`src/design/ihsp_pkg.sv`:
```
// Shared types, constants and helper functions for the image header size parser.
package ihsp_pkg;

	localparam int JPEG_WINDOW_BYTES = 65536;
	localparam int POS_W             = $clog2(JPEG_WINDOW_BYTES + 1);
	localparam int OUT_FIELDS_W      = 2 + 32 + 32;
	localparam int OUT_TDATA_W       = ((OUT_FIELDS_W + 7) / 8) * 8;

	localparam logic [7:0] BYTE_PNG_LEAD  = 8'h89;
	localparam logic [7:0] BYTE_MARK      = 8'hFF;
	localparam logic [7:0] BYTE_SOI       = 8'hD8;
	localparam logic [7:0] BYTE_SOF_LO    = 8'hC0;
	localparam logic [7:0] BYTE_SOF_HI    = 8'hCF;
	localparam logic [7:0] BYTE_DHT       = 8'hC4;
	localparam logic [7:0] BYTE_JPG       = 8'hC8;
	localparam logic [7:0] BYTE_DAC       = 8'hCC;
	localparam logic [7:0] BYTE_RST_LO    = 8'hD0;
	localparam logic [7:0] BYTE_SOS       = 8'hDA;
	localparam logic [7:0] BYTE_TEM       = 8'h01;

	typedef enum logic [1:0] {
		KIND_NONE = 2'd0,
		KIND_PNG  = 2'd1,
		KIND_JPEG = 2'd2
	} image_kind_t;

	typedef enum logic [3:0] {
		MODE_DETECT  = 4'd0,
		MODE_PNG     = 4'd1,
		MODE_JPEG_D8 = 4'd2,
		MODE_FF      = 4'd3,
		MODE_CODE    = 4'd4,
		MODE_LENHI   = 4'd5,
		MODE_LENLO   = 4'd6,
		MODE_SKIP    = 4'd7,
		MODE_SOF     = 4'd8
	} parse_mode_t;

	typedef struct packed {
		logic [7:0] data_byte;
		logic       last_byte;
	} in_item_t;

	typedef struct packed {
		logic        valid;
		image_kind_t image_kind;
		logic [31:0] width;
		logic [31:0] height;
	} result_t;

	function automatic logic [7:0] png_sig_byte(input logic [2:0] idx);
		logic [7:0] b;
		unique case (idx)
			3'd0: b = 8'h89;
			3'd1: b = 8'h50;
			3'd2: b = 8'h4E;
			3'd3: b = 8'h47;
			3'd4: b = 8'h0D;
			3'd5: b = 8'h0A;
			3'd6: b = 8'h1A;
			default: b = 8'h0A;
		endcase
		return b;
	endfunction

	function automatic logic is_sof(input logic [7:0] m);
		return (m >= BYTE_SOF_LO) && (m <= BYTE_SOF_HI) &&
			(m != BYTE_DHT) && (m != BYTE_JPG) && (m != BYTE_DAC);
	endfunction

	function automatic logic is_standalone(input logic [7:0] m);
		return ((m >= BYTE_RST_LO) && (m <= BYTE_SOS)) || (m == BYTE_TEM);
	endfunction

endpackage

```
`src/design/ihsp_in_reg.sv`:
```
// Input register stage: holds one accepted byte item for the parser.
module ihsp_in_reg (
	input  logic              clk,
	input  logic              arst_n,
	input  logic              in_valid,
	output logic              in_ready,
	input  ihsp_pkg::in_item_t in_item,
	input  logic              advance,
	output logic              valid_s1,
	output ihsp_pkg::in_item_t item_s1
);
	import ihsp_pkg::*;

	assign in_ready = !valid_s1 || advance;

	always_ff @(posedge clk or negedge arst_n) begin
		if (!arst_n) begin
			valid_s1 <= 1'b0;
		end else if (in_ready) begin
			valid_s1 <= in_valid;
		end
	end

	always_ff @(posedge clk) begin
		if (in_ready && in_valid) begin
			item_s1 <= in_item;
		end
	end

endmodule

```
`src/design/ihsp_parser.sv`:
```
// Parser state and the per-byte step for PNG and JPEG headers.
module ihsp_parser (
	input  logic               clk,
	input  logic               arst_n,
	input  logic               step_en,
	input  ihsp_pkg::in_item_t item,
	output ihsp_pkg::result_t  result
);
	import ihsp_pkg::*;

	localparam logic [POS_W-1:0] WINDOW_POS = POS_W'(JPEG_WINDOW_BYTES);

	logic [POS_W-1:0] pos_q, pos_d;
	parse_mode_t      mode_q, mode_d;
	logic [15:0]      skip_q, skip_d;
	logic [7:0]       len_hi_q, len_hi_d;
	logic [31:0]      width_q, width_d;
	logic [31:0]      height_q, height_d;
	logic [3:0]       field_q, field_d;
	logic             decided_q, decided_d;

	logic        emit_p;
	image_kind_t kind_p;
	logic [31:0] w_p, h_p;
	logic [15:0] len;
	logic [7:0]  b;

	assign b   = item.data_byte;
	assign len = {len_hi_q, b};

	// one step of the header walk
	always_comb begin
		mode_d   = mode_q;
		skip_d   = skip_q;
		len_hi_d = len_hi_q;
		width_d  = width_q;
		height_d = height_q;
		field_d  = field_q;
		emit_p   = 1'b0;
		kind_p   = KIND_NONE;
		w_p      = '0;
		h_p      = '0;
		if (!decided_q) begin
			if (mode_q != MODE_DETECT && mode_q != MODE_PNG && pos_q >= WINDOW_POS) begin
				emit_p = 1'b1;
			end else begin
				unique case (mode_q)
					MODE_DETECT: begin
						if (b == BYTE_PNG_LEAD) mode_d = MODE_PNG;
						else if (b == BYTE_MARK) mode_d = MODE_JPEG_D8;
						else emit_p = 1'b1;
					end
					MODE_PNG: begin
						if (pos_q < POS_W'(8)) begin
							if (b != png_sig_byte(pos_q[2:0])) emit_p = 1'b1;
						end else if (pos_q >= POS_W'(16) && pos_q < POS_W'(20)) begin
							width_d = {width_q[23:0], b};
						end else if (pos_q >= POS_W'(20) && pos_q < POS_W'(24)) begin
							height_d = {height_q[23:0], b};
							if (pos_q == POS_W'(23)) begin
								emit_p = 1'b1;
								kind_p = KIND_PNG;
								w_p    = width_q;
								h_p    = height_d;
							end
						end
					end
					MODE_JPEG_D8: begin
						if (b != BYTE_SOI) emit_p = 1'b1;
						else mode_d = MODE_FF;
					end
					MODE_FF: begin
						if (b != BYTE_MARK) emit_p = 1'b1;
						else mode_d = MODE_CODE;
					end
					MODE_CODE: begin
						if (is_sof(b)) begin
							mode_d  = MODE_SOF;
							field_d = '0;
						end else if (is_standalone(b)) begin
							mode_d = MODE_FF;
						end else begin
							mode_d = MODE_LENHI;
						end
					end
					MODE_LENHI: begin
						len_hi_d = b;
						mode_d   = MODE_LENLO;
					end
					MODE_LENLO: begin
						if (len < 16'd2) begin
							emit_p = 1'b1;
						end else begin
							skip_d = len - 16'd2;
							mode_d = (skip_d == '0) ? MODE_FF : MODE_SKIP;
						end
					end
					MODE_SKIP: begin
						skip_d = skip_q - 16'd1;
						if (skip_d == '0) mode_d = MODE_FF;
					end
					MODE_SOF: begin
						if (field_q == 4'd3 || field_q == 4'd4)
							height_d = {16'd0, height_q[7:0], b};
						else if (field_q == 4'd5 || field_q == 4'd6)
							width_d = {16'd0, width_q[7:0], b};
						if (field_q == 4'd6) begin
							emit_p = 1'b1;
							kind_p = KIND_JPEG;
							w_p    = width_d;
							h_p    = height_q;
						end else begin
							field_d = field_q + 4'd1;
						end
					end
					default: begin
						emit_p = 1'b1;
					end
				endcase
			end
		end
	end

	// a final byte with nothing decided still gives a none result
	always_comb begin
		result.valid      = emit_p || (item.last_byte && !decided_q);
		result.image_kind = kind_p;
		result.width      = w_p;
		result.height     = h_p;
		decided_d         = decided_q || emit_p;
		pos_d             = (pos_q < WINDOW_POS) ? pos_q + POS_W'(1) : pos_q;
	end

	always_ff @(posedge clk or negedge arst_n) begin
		if (!arst_n) begin
			pos_q     <= '0;
			mode_q    <= MODE_DETECT;
			skip_q    <= '0;
			len_hi_q  <= '0;
			width_q   <= '0;
			height_q  <= '0;
			field_q   <= '0;
			decided_q <= 1'b0;
		end else if (step_en) begin
			if (item.last_byte) begin
				pos_q     <= '0;
				mode_q    <= MODE_DETECT;
				skip_q    <= '0;
				len_hi_q  <= '0;
				width_q   <= '0;
				height_q  <= '0;
				field_q   <= '0;
				decided_q <= 1'b0;
			end else begin
				pos_q     <= pos_d;
				mode_q    <= mode_d;
				skip_q    <= skip_d;
				len_hi_q  <= len_hi_d;
				width_q   <= width_d;
				height_q  <= height_d;
				field_q   <= field_d;
				decided_q <= decided_d;
			end
		end
	end

	a_single_result: assert property (@(posedge clk) disable iff (!arst_n)
		(step_en && emit_p) |-> !decided_q)
		else $error("second result for one file");

	a_none_is_zero: assert property (@(posedge clk) disable iff (!arst_n)
		(step_en && result.valid && result.image_kind == KIND_NONE) |->
		(result.width == '0 && result.height == '0))
		else $error("kind none with nonzero dimensions");

	a_jpeg_16bit: assert property (@(posedge clk) disable iff (!arst_n)
		(step_en && result.valid && result.image_kind == KIND_JPEG) |->
		(result.width[31:16] == '0 && result.height[31:16] == '0))
		else $error("JPEG dimension above 16 bits");

	a_last_clears: assert property (@(posedge clk) disable iff (!arst_n)
		(step_en && item.last_byte) |=> (!decided_q && pos_q == '0 && mode_q == MODE_DETECT))
		else $error("state not cleared after final byte");

endmodule

```
`src/design/ihsp_out_reg.sv`:
```
// Result register: holds one result item until the downstream side takes it.
module ihsp_out_reg (
	input  logic                                 clk,
	input  logic                                 arst_n,
	input  logic                                 load,
	input  ihsp_pkg::result_t                    result,
	output logic                                 out_valid,
	input  logic                                 out_ready,
	output logic [ihsp_pkg::OUT_TDATA_W-1:0]     out_data
);
	import ihsp_pkg::*;

	logic        valid_q;
	image_kind_t kind_q;
	logic [31:0] width_q;
	logic [31:0] height_q;

	always_ff @(posedge clk or negedge arst_n) begin
		if (!arst_n) begin
			valid_q <= 1'b0;
		end else if (load) begin
			valid_q <= 1'b1;
		end else if (out_ready) begin
			valid_q <= 1'b0;
		end
	end

	always_ff @(posedge clk) begin
		if (load) begin
			kind_q   <= result.image_kind;
			width_q  <= result.width;
			height_q <= result.height;
		end
	end

	assign out_valid = valid_q;
	assign out_data  = {(OUT_TDATA_W - OUT_FIELDS_W)'(0), height_q, width_q, kind_q};

endmodule

```
`src/design/image_header_size_parser.sv`:
```
// Top level of the image header size parser: input register, parser, result register.
//
// channel   dir  fields (lowest bit first)                       accepted when
// s_axis    in   tdata[7:0] data_byte, tlast last_byte            s_axis_tvalid && s_axis_tready
// m_axis    out  tdata[1:0] image_kind, [33:2] width, [65:34]    m_axis_tvalid && m_axis_tready
//                height, [71:66] zero
//
// One byte item per cycle while the input side is not stalled: a byte sits in the input
// register while the parser steps on it, and any result lands in the result register on
// the edge that ends that step. A result shows on m_axis once the deciding byte has passed
// the input register and the result register; the parser state update is the only loop.
// The input side stalls only while a result waits in the result register and
// m_axis_tready is low.
// Reset clears the parser state and both valid flags; one result per file, on the
// deciding byte or on the final byte.
module image_header_size_parser (
	input  logic                             clk,
	input  logic                             arst_n,
	input  logic                             s_axis_tvalid,
	output logic                             s_axis_tready,
	input  logic [7:0]                       s_axis_tdata,  // data_byte
	input  logic                             s_axis_tlast,  // last_byte
	output logic                             m_axis_tvalid,
	input  logic                             m_axis_tready,
	output logic [ihsp_pkg::OUT_TDATA_W-1:0] m_axis_tdata   // image_kind, width, height, pad
);
	import ihsp_pkg::*;

	in_item_t in_item;
	in_item_t item_s1;
	logic     valid_s1;
	logic     advance;
	logic     step_en;
	result_t  result;

	assign in_item.data_byte = s_axis_tdata;
	assign in_item.last_byte = s_axis_tlast;

	// advance the staged byte whenever the result register is free or draining
	assign advance = !m_axis_tvalid || m_axis_tready;
	assign step_en = valid_s1 && advance;

	ihsp_in_reg u_in_reg (
		.clk      (clk),
		.arst_n   (arst_n),
		.in_valid (s_axis_tvalid),
		.in_ready (s_axis_tready),
		.in_item  (in_item),
		.advance  (advance),
		.valid_s1 (valid_s1),
		.item_s1  (item_s1)
	);

	// step the header walk on the staged byte
	ihsp_parser u_parser (
		.clk    (clk),
		.arst_n (arst_n),
		.step_en(step_en),
		.item   (item_s1),
		.result (result)
	);

	// load a result only for a byte that actually steps
	ihsp_out_reg u_out_reg (
		.clk       (clk),
		.arst_n    (arst_n),
		.load      (step_en && result.valid),
		.result    (result),
		.out_valid (m_axis_tvalid),
		.out_ready (m_axis_tready),
		.out_data  (m_axis_tdata)
	);

endmodule
```
`config.mk`:
```
export PLATFORM = sky130hd
export DESIGN_NAME = image_header_size_parser
export DESIGN_NICKNAME = d
export VERILOG_FILES = /design/src/design/ihsp_pkg.sv /design/src/design/ihsp_in_reg.sv /design/src/design/ihsp_parser.sv /design/src/design/ihsp_out_reg.sv /design/src/design/image_header_size_parser.sv
export SDC_FILE = /design/constraint.sdc
export NUM_CORES = 1
export LEC_CHECK = 0
export BUFFER_PORTS_ARGS = -buffer_cell sky130_fd_sc_hd__buf_4
export CORE_MARGIN = 8
export CORE_UTILIZATION = 45
export DETAILED_ROUTE_END_ITERATION = 8
export GPL_ROUTABILITY_DRIVEN = 0
export GPL_TIMING_DRIVEN = 0
export PLACE_DENSITY_LB_ADDON = 0.2
export SLEW_MARGIN = 20
export SYNTH_ARGS = -nofsm -noshare
export SYNTH_HDL_FRONTEND = slang
export SYNTH_SLANG_ARGS = --single-unit
```
`constraint.sdc`:
```
create_clock -name clk -period 10.2 [get_ports clk]
set_input_delay 2.04 -clock clk [delete_from_list [all_inputs] [get_ports clk]]
set_output_delay 2.04 -clock clk [all_outputs]
set_load 0.02 [all_outputs]
```
* Yosys cells after proc, flatten, opt, wreduce, memory -nomap -nowiden
Cells that the tools add are included.
** Storage, ports and cells
- Flip-flop bits (word level) :: 191
- Input bits :: 13
- Output and inout port bits :: 74
- Logic and storage cells :: 203
** Cells by class
- $add $sub $neg :: 4
- $lt $le $gt $ge :: 12
- Eq/ne operators :: 42
- Multiplexer cells :: 86
- Reduce and logical (&&, ||, !) cells :: 44
** Operator list (count)
- two-way mux 32 bit :: 24
- case mux 32 bit (2 select lines) :: 4
- two-way mux 16 bit :: 4
- two-way mux 8 bit :: 8
- two-way mux 4 bit :: 15
- case mux 8 bit (6 select lines) :: 1
- != test 8 bit, second input constant :: 5
- >= comparator 17 x 5 -> 1 bit, second input constant :: 2
- less-than comparator 17 x 5 -> 1 bit, second input constant :: 2
- two-way mux 17 bit :: 2
- zero test 16 bit :: 2
- case mux 16 bit (2 select lines) :: 1
- == test 4 x 3 -> 1 bit, second input constant :: 7
- case mux 4 bit (7 select lines) :: 1
- != test 3 bit, second input constant :: 6
- adder 17 x 1 -> 17 bit, second input constant :: 1
- == test 17 x 5 -> 1 bit, second input constant :: 1
- >= comparator 17 bit, second input constant :: 1
- less-than comparator 17 bit, second input constant :: 1
- less-than comparator 17 x 4 -> 1 bit, second input constant :: 1
- two-way mux 1 bit :: 17
- == test 8 bit, second input constant :: 2
- >= comparator 8 bit, second input constant :: 2
- less-or-equal comparator 8 bit, second input constant :: 2
- 38 further kinds :: 76

* Depth between registers and ports, before layout
- Word-level depth :: 15
- Mapped depth :: 10
- Gate-level depth less buffers :: 9

* By module
From an unflattened synthesis, not the netlist that was laid out.
** Unflattened totals
- Cell total of the unflattened synthesis :: 922
- Area total of the unflattened synthesis :: 9391.5 um2
** By module, submodules not included
- ihsp_parser :: instances 1, cells each 830, area each 6974.2 um2, sequential area each 2852.7 um2
- ihsp_out_reg :: instances 1, cells each 76, area each 2067.0 um2, sequential area each 2006.9 um2
- ihsp_in_reg :: instances 1, cells each 13, area each 324.1 um2, sequential area each 295.3 um2
- image_header_size_parser :: instances 1, cells each 3, area each 26.3 um2, sequential area each 0.0 um2

* Worst setup path after synthesis
No wires, ideal clock.
- Path type :: input port to flip-flop
- Start :: input port m_axis_tready
- End :: register u_out_reg.height_q[0] (enable)
- Library setup time :: 0.589 ns
- Arrival time :: 7.311 ns
- Data required time :: 9.611 ns
- Path slack :: 2.300 ns
- Stages :: 3
- Buffers on the path :: 0
- Cells stage by stage :: nand2b_1 nand2_1 a211oi_1
** On the way
- Cells in the longest elaborated chain, start to end :: 3
** RTL lines
- from (decl) :: line image_header_size_parser.sv:24 : input logic m_axis_tready,
- logical OR 1 bit :: line image_header_size_parser.sv:40 : assign advance = !m_axis_tvalid || m_axis_tready;
- logical AND 1 bit :: line image_header_size_parser.sv:41 : assign step_en = valid_s1 && advance;
- logical AND 1 bit :: line image_header_size_parser.sv:67 : .load (step_en && result.valid),
- named net u_out_reg.load :: line ihsp_out_reg.sv:5 : input logic load,
- to (signal assigned) :: line ihsp_out_reg.sv:32 : height_q <= result.height;
- to (decl) :: line ihsp_out_reg.sv:16 : logic [31:0] height_q;
The timed path passes the listed nets, and every way through them passes these cells.
A chain may end at the register's enable or synchronous reset.

* Final worst setup path
- Start :: input port m_axis_tready
- End :: output port s_axis_tready
** On the way
- Cells in the longest elaborated chain, start to end :: 2
** RTL lines
- logical OR 1 bit :: line image_header_size_parser.sv:40
- logical OR 1 bit :: line ihsp_in_reg.sv:14 : assign in_ready = !valid_s1 || advance;
- to (decl) :: line image_header_size_parser.sv:20 : output logic s_axis_tready,
Every way passes these cells.

==> run summary <==
## Outcome
• **outcome** finished clean

## Drt
• **wire length per cell** 18.2 µm
• **first-pass iteration count of the detailed router** 5
• **DRT iter0 DRCs** 725
• **total length of routed wires** 24000 µm
• **routed vias/inst** 5.77
• **antenna-violating nets left** 0
• **Vias** 7615
• **# DRC** 0

## Global route
• **antenna violations before repair** 0
• **Global Route Usage Sum** 18.5%
• **number of global-route vias before repair** 7336
• **first-pass GRT wire length** 39400 µm
• **maximum number of pins on one net before global-route repair** 72
• **GRT overflow** 0

## Floorplan
• **Top Ports** 87
• **width of the die** 163 µm
• **Starting Density** 45.9%
• **total die area** 26500 µm²
• **height of the die** 163 µm
• **Core ar.** 21100 µm²
• **number of standard-cell rows in the floorplan** 53

## Yosys
• **Yosys cell types** 81
• **FF+latch count, synth** 191
• **yosys warns** 0
• **portion of the post-synthesis area used by sequential elements** 53.3%
• **Post-Syn Area per Cell** 10.5 µm²
• **count of mapped cells out of synthesis** 922
• **number of flops mapped to enable cells by yosys** 75
• **Synth Flop Type** sky130_fd_sc_hd__dfrtp_1
• **mapped cell area** 9680 µm²
• **fraction of synthesis flops using an asynchronous set or reset pin** 60.7%

## Hold path
• **worst hold path class** flip-flop to flip-flop
• **hold endpoint** u_parser.width_q[25]$_DFFE_PN0P_
• **worst hold path depth** 1
• **min-delay src** u_parser.width_q[25]$_DFFE_PN0P_

## Worst setup path
• **peak per-stage delay on the critical path** 0.17 ns
• **sort of element at the end of the critical path** primary output
• **Reg-to-Reg End** u_out_reg.height_q[13]$_SDFFCE_PP0P_
• **cell chain of the critical path** buf_4 > nor2b_1 > nand2_1 > buf_4
• **setup slack on the worst flop-to-flop path** 6.24 ns
• **Setup CP Type** primary input to primary output
• **worst-path maximum fanout** 3
• **arrival time reported for the critical path endpoint** 2.58 ns
• **R2R Path Start** u_parser.pos_q[16]$_DFFE_PN0P_
• **highest-delay cell along the critical path** sky130_fd_sc_hd__buf_4
• **most prevalent standard cell on the critical path** sky130_fd_sc_hd__buf_4
• **startpoint type of the worst setup path** primary input
• **critical path required time** 8.16 ns
• **number of cells on the worst reg-to-reg path** 11

## Clocking
• **htree depth** 4
• **number of buffers created by CTS** 17
• **CTS Buffer Depth** 2
• **clock root buffer** sky130_fd_sc_hd__clkbuf_16
• **clock tree sinks** 191
• **Setup Fix Bufs, Post-CTS** 0
• **number of resized instances in the post-cts repair step** 0
• **clock tree from TritonCTS** built
• **clock transition at the registers of the reported paths** 0.07 ns
• **total of hold buffers inserted after clock tree synthesis** 0
• **later-pin clock latency in the skew report** 0.44 ns

## Layout
• **count of non-filler cells in the finished layout** 1319
• **core occupancy in the finished layout** 53.7%
• **fraction of final layout cells sized beyond drive strength 1** 16.9%
• **number of inserted diodes** 0
• **number of nets at the end of the flow** 1056
• **area growth from synthesis to layout** 17.1%

## STA
• **number of slew-limit violations in the final report** 0
• **Slew @ Worst Pin** 1.06 ns
• **Setup Total Neg Slack** 0 ns
• **final worst-path cycle share** 45.3%
• **Fmax achieved** 216 MHz
• **number of hold violations in the final report** 0
• **final-report setup violation count** 0
• **setup repair after global routing missed its margin** no
• **post-layout min period** 4.62 ns
• **worst relative slew slack** 28.4%
• **Worst Clk Skew** 0.0107 ns
• **worst hold slack after final layout** 0.500 ns

## Placed design
• **number of placed instances, taps included** 1287
• **number of port buffers** 80
• **detailed placement HPWL** 17100 µm

## Pwr
• **total power divided by cell area** 171 nW/µm²
• **Leak Pwr** 4.52 nW
• **maximum resistive drop on vdd** 0.000124 V

## Run
• **number of violations of the max-capacitance limit** 0

sequential cells by signal (all words and copies together) (netlist names), 8 cells and up:
name	cells
u_out_reg.height_q	32
u_parser.len_hi_q	8
u_out_reg.width_q	32
u_parser.skip_q	16
u_in_reg.item_s1	9
u_parser.width_q	32
u_parser.height_q	32
u_parser.pos_q	17
metal layers:
layer,share of wire (%),GRT usage [%]
met3,6.7,3.31
met4,1.6,6.34
met1,46,26.0
met5,0,0
met2,46,28.4
worst max path at each step:
stage / from / to / slack, ns / depth (start not counted)
CTS: m_axis_tready / s_axis_tready / 5.57 / 4
global route: m_axis_tready / s_axis_tready / 5.51 / 4
global placement: m_axis_tready / u_out_reg.height_q[13]$_SDFFCE_PP0P_ / 0.13 / 4
finish: m_axis_tready / s_axis_tready / 5.58 / 4
floorplan: m_axis_tready / u_out_reg.height_q[0]$_SDFFCE_PP0P_ / 2.30 / 3
detailed placement: m_axis_tready / s_axis_tready / 5.57 / 4
synthesized netlist by cell type, types with 4 or more instances:
master / instances / share of area (%)
sky130_fd_sc_hd__and2_1: 6 / 0.39
sky130_fd_sc_hd__a31o_2: 6 / 0.54
sky130_fd_sc_hd__o21ai_1: 18 / 0.93
sky130_fd_sc_hd__edfxtp_1: 75 / 23
sky130_fd_sc_hd__ha_1: 12 / 1.6
sky130_fd_sc_hd__nand2b_1: 9 / 0.58
sky130_fd_sc_hd__a21oi_1: 25 / 1.3
sky130_fd_sc_hd__a31oi_1: 11 / 0.71
sky130_fd_sc_hd__inv_1: 33 / 1.3
sky130_fd_sc_hd__nor3_1: 21 / 1.1
sky130_fd_sc_hd__o2bb2ai_1: 4 / 0.36
sky130_fd_sc_hd__nor2_1: 115 / 4.5
sky130_fd_sc_hd__dfrtp_1: 116 / 30
sky130_fd_sc_hd__buf_2: 12 / 0.62
sky130_fd_sc_hd__buf_6: 6 / 0.70
sky130_fd_sc_hd__or4_1: 4 / 0.31
sky130_fd_sc_hd__o31ai_1: 5 / 0.39
sky130_fd_sc_hd__clkbuf_1: 38 / 1.5
sky130_fd_sc_hd__buf_4: 8 / 0.62
sky130_fd_sc_hd__a31o_1: 8 / 0.72
sky130_fd_sc_hd__a32o_1: 6 / 0.62
sky130_fd_sc_hd__xor2_1: 13 / 1.2
sky130_fd_sc_hd__a22o_1: 43 / 3.9
sky130_fd_sc_hd__nor2b_1: 18 / 1.2
sky130_fd_sc_hd__or3_1: 9 / 0.58
sky130_fd_sc_hd__mux2i_1: 6 / 0.62
sky130_fd_sc_hd__nand3_1: 32 / 1.7
sky130_fd_sc_hd__and3_1: 19 / 1.2
sky130_fd_sc_hd__xnor2_1: 16 / 1.4
sky130_fd_sc_hd__nor4_1: 8 / 0.52
sky130_fd_sc_hd__nand2_1: 46 / 1.8
sky130_fd_sc_hd__nand3b_1: 4 / 0.31
sky130_fd_sc_hd__o21ai_0: 46 / 2.4
sky130_fd_sc_hd__a22oi_1: 49 / 3.8
metrics by stage:
step / total power, W / area, µm² / setup WS, ns
2_1_floorplan: 0.00116 / 9700 / 2.30
3_3_place_gp: 0.00128 / 10600 / 0.129
3_5_place_dp: 0.00128 / 10700 / 5.57
4_1_cts: 0.00195 / 11300 / 5.57
5_1_grt: 0.00202 / 11300 / 5.51
6_report: 0.00193 / 11300 / 5.58
final cells by class:
| cell class | count | area, µm² |
|---|---|---|
| sequential | 191 | 5150 |
| fill | 1919 | 9760 |
| tap | 275 | 344 |
| timing repair buffer | 85 | 684 |
| buffer | 67 | 342 |
| clock inverter | 14 | 163 |
| inverter | 34 | 128 |
| clock buffer | 18 | 429 |
| multi-input combinational | 635 | 4090 |
kinds of logic after synthesis:
kind of cell / Yosys count / share of synthesized area (%)
compound gates: 252 / 18.7
xor+xnor: 29 / 2.62
fa+ha+maj: 12 / 1.55
buf+inv: 101 / 4.85
flops: 191 / 53.3
mux: 9 / 1.05
other cells: 1 / 0.0387
simple gates: 327 / 18.0
power breakdown:
group	internal (W)	total [W]	switching (W)
sequential	0.000878	0.000938	0.0000601
clock	0.000332	0.000663	0.000331
combinational	0.000133	0.000333	0.000200
layout by cell type, fill, tap and decap left out, drive strengths merged, types with 7 or more instances in the layout:
cell    count
dfrtp     116
nor2      115
buf       114
edfxtp     75
o21ai      65
clkbuf     56
a22oi      49
nand2      46
a22o       43
inv        41
nand3      32
a21oi      26
nor3       24
and3       19
nor2b      18
xnor2      16
a31o       14
xor2       13
ha         12
a31oi      12
nor4       11
or3        10
nand2b     10
and2        8
or4         7
clkinv      7
critical path: cells and delay by family:
family | cells | cell delay [ns]
buf+inv | 2 | 0.28
simple gates | 2 | 0.26
Note: power is estimated with default switching activity, not from simulation.
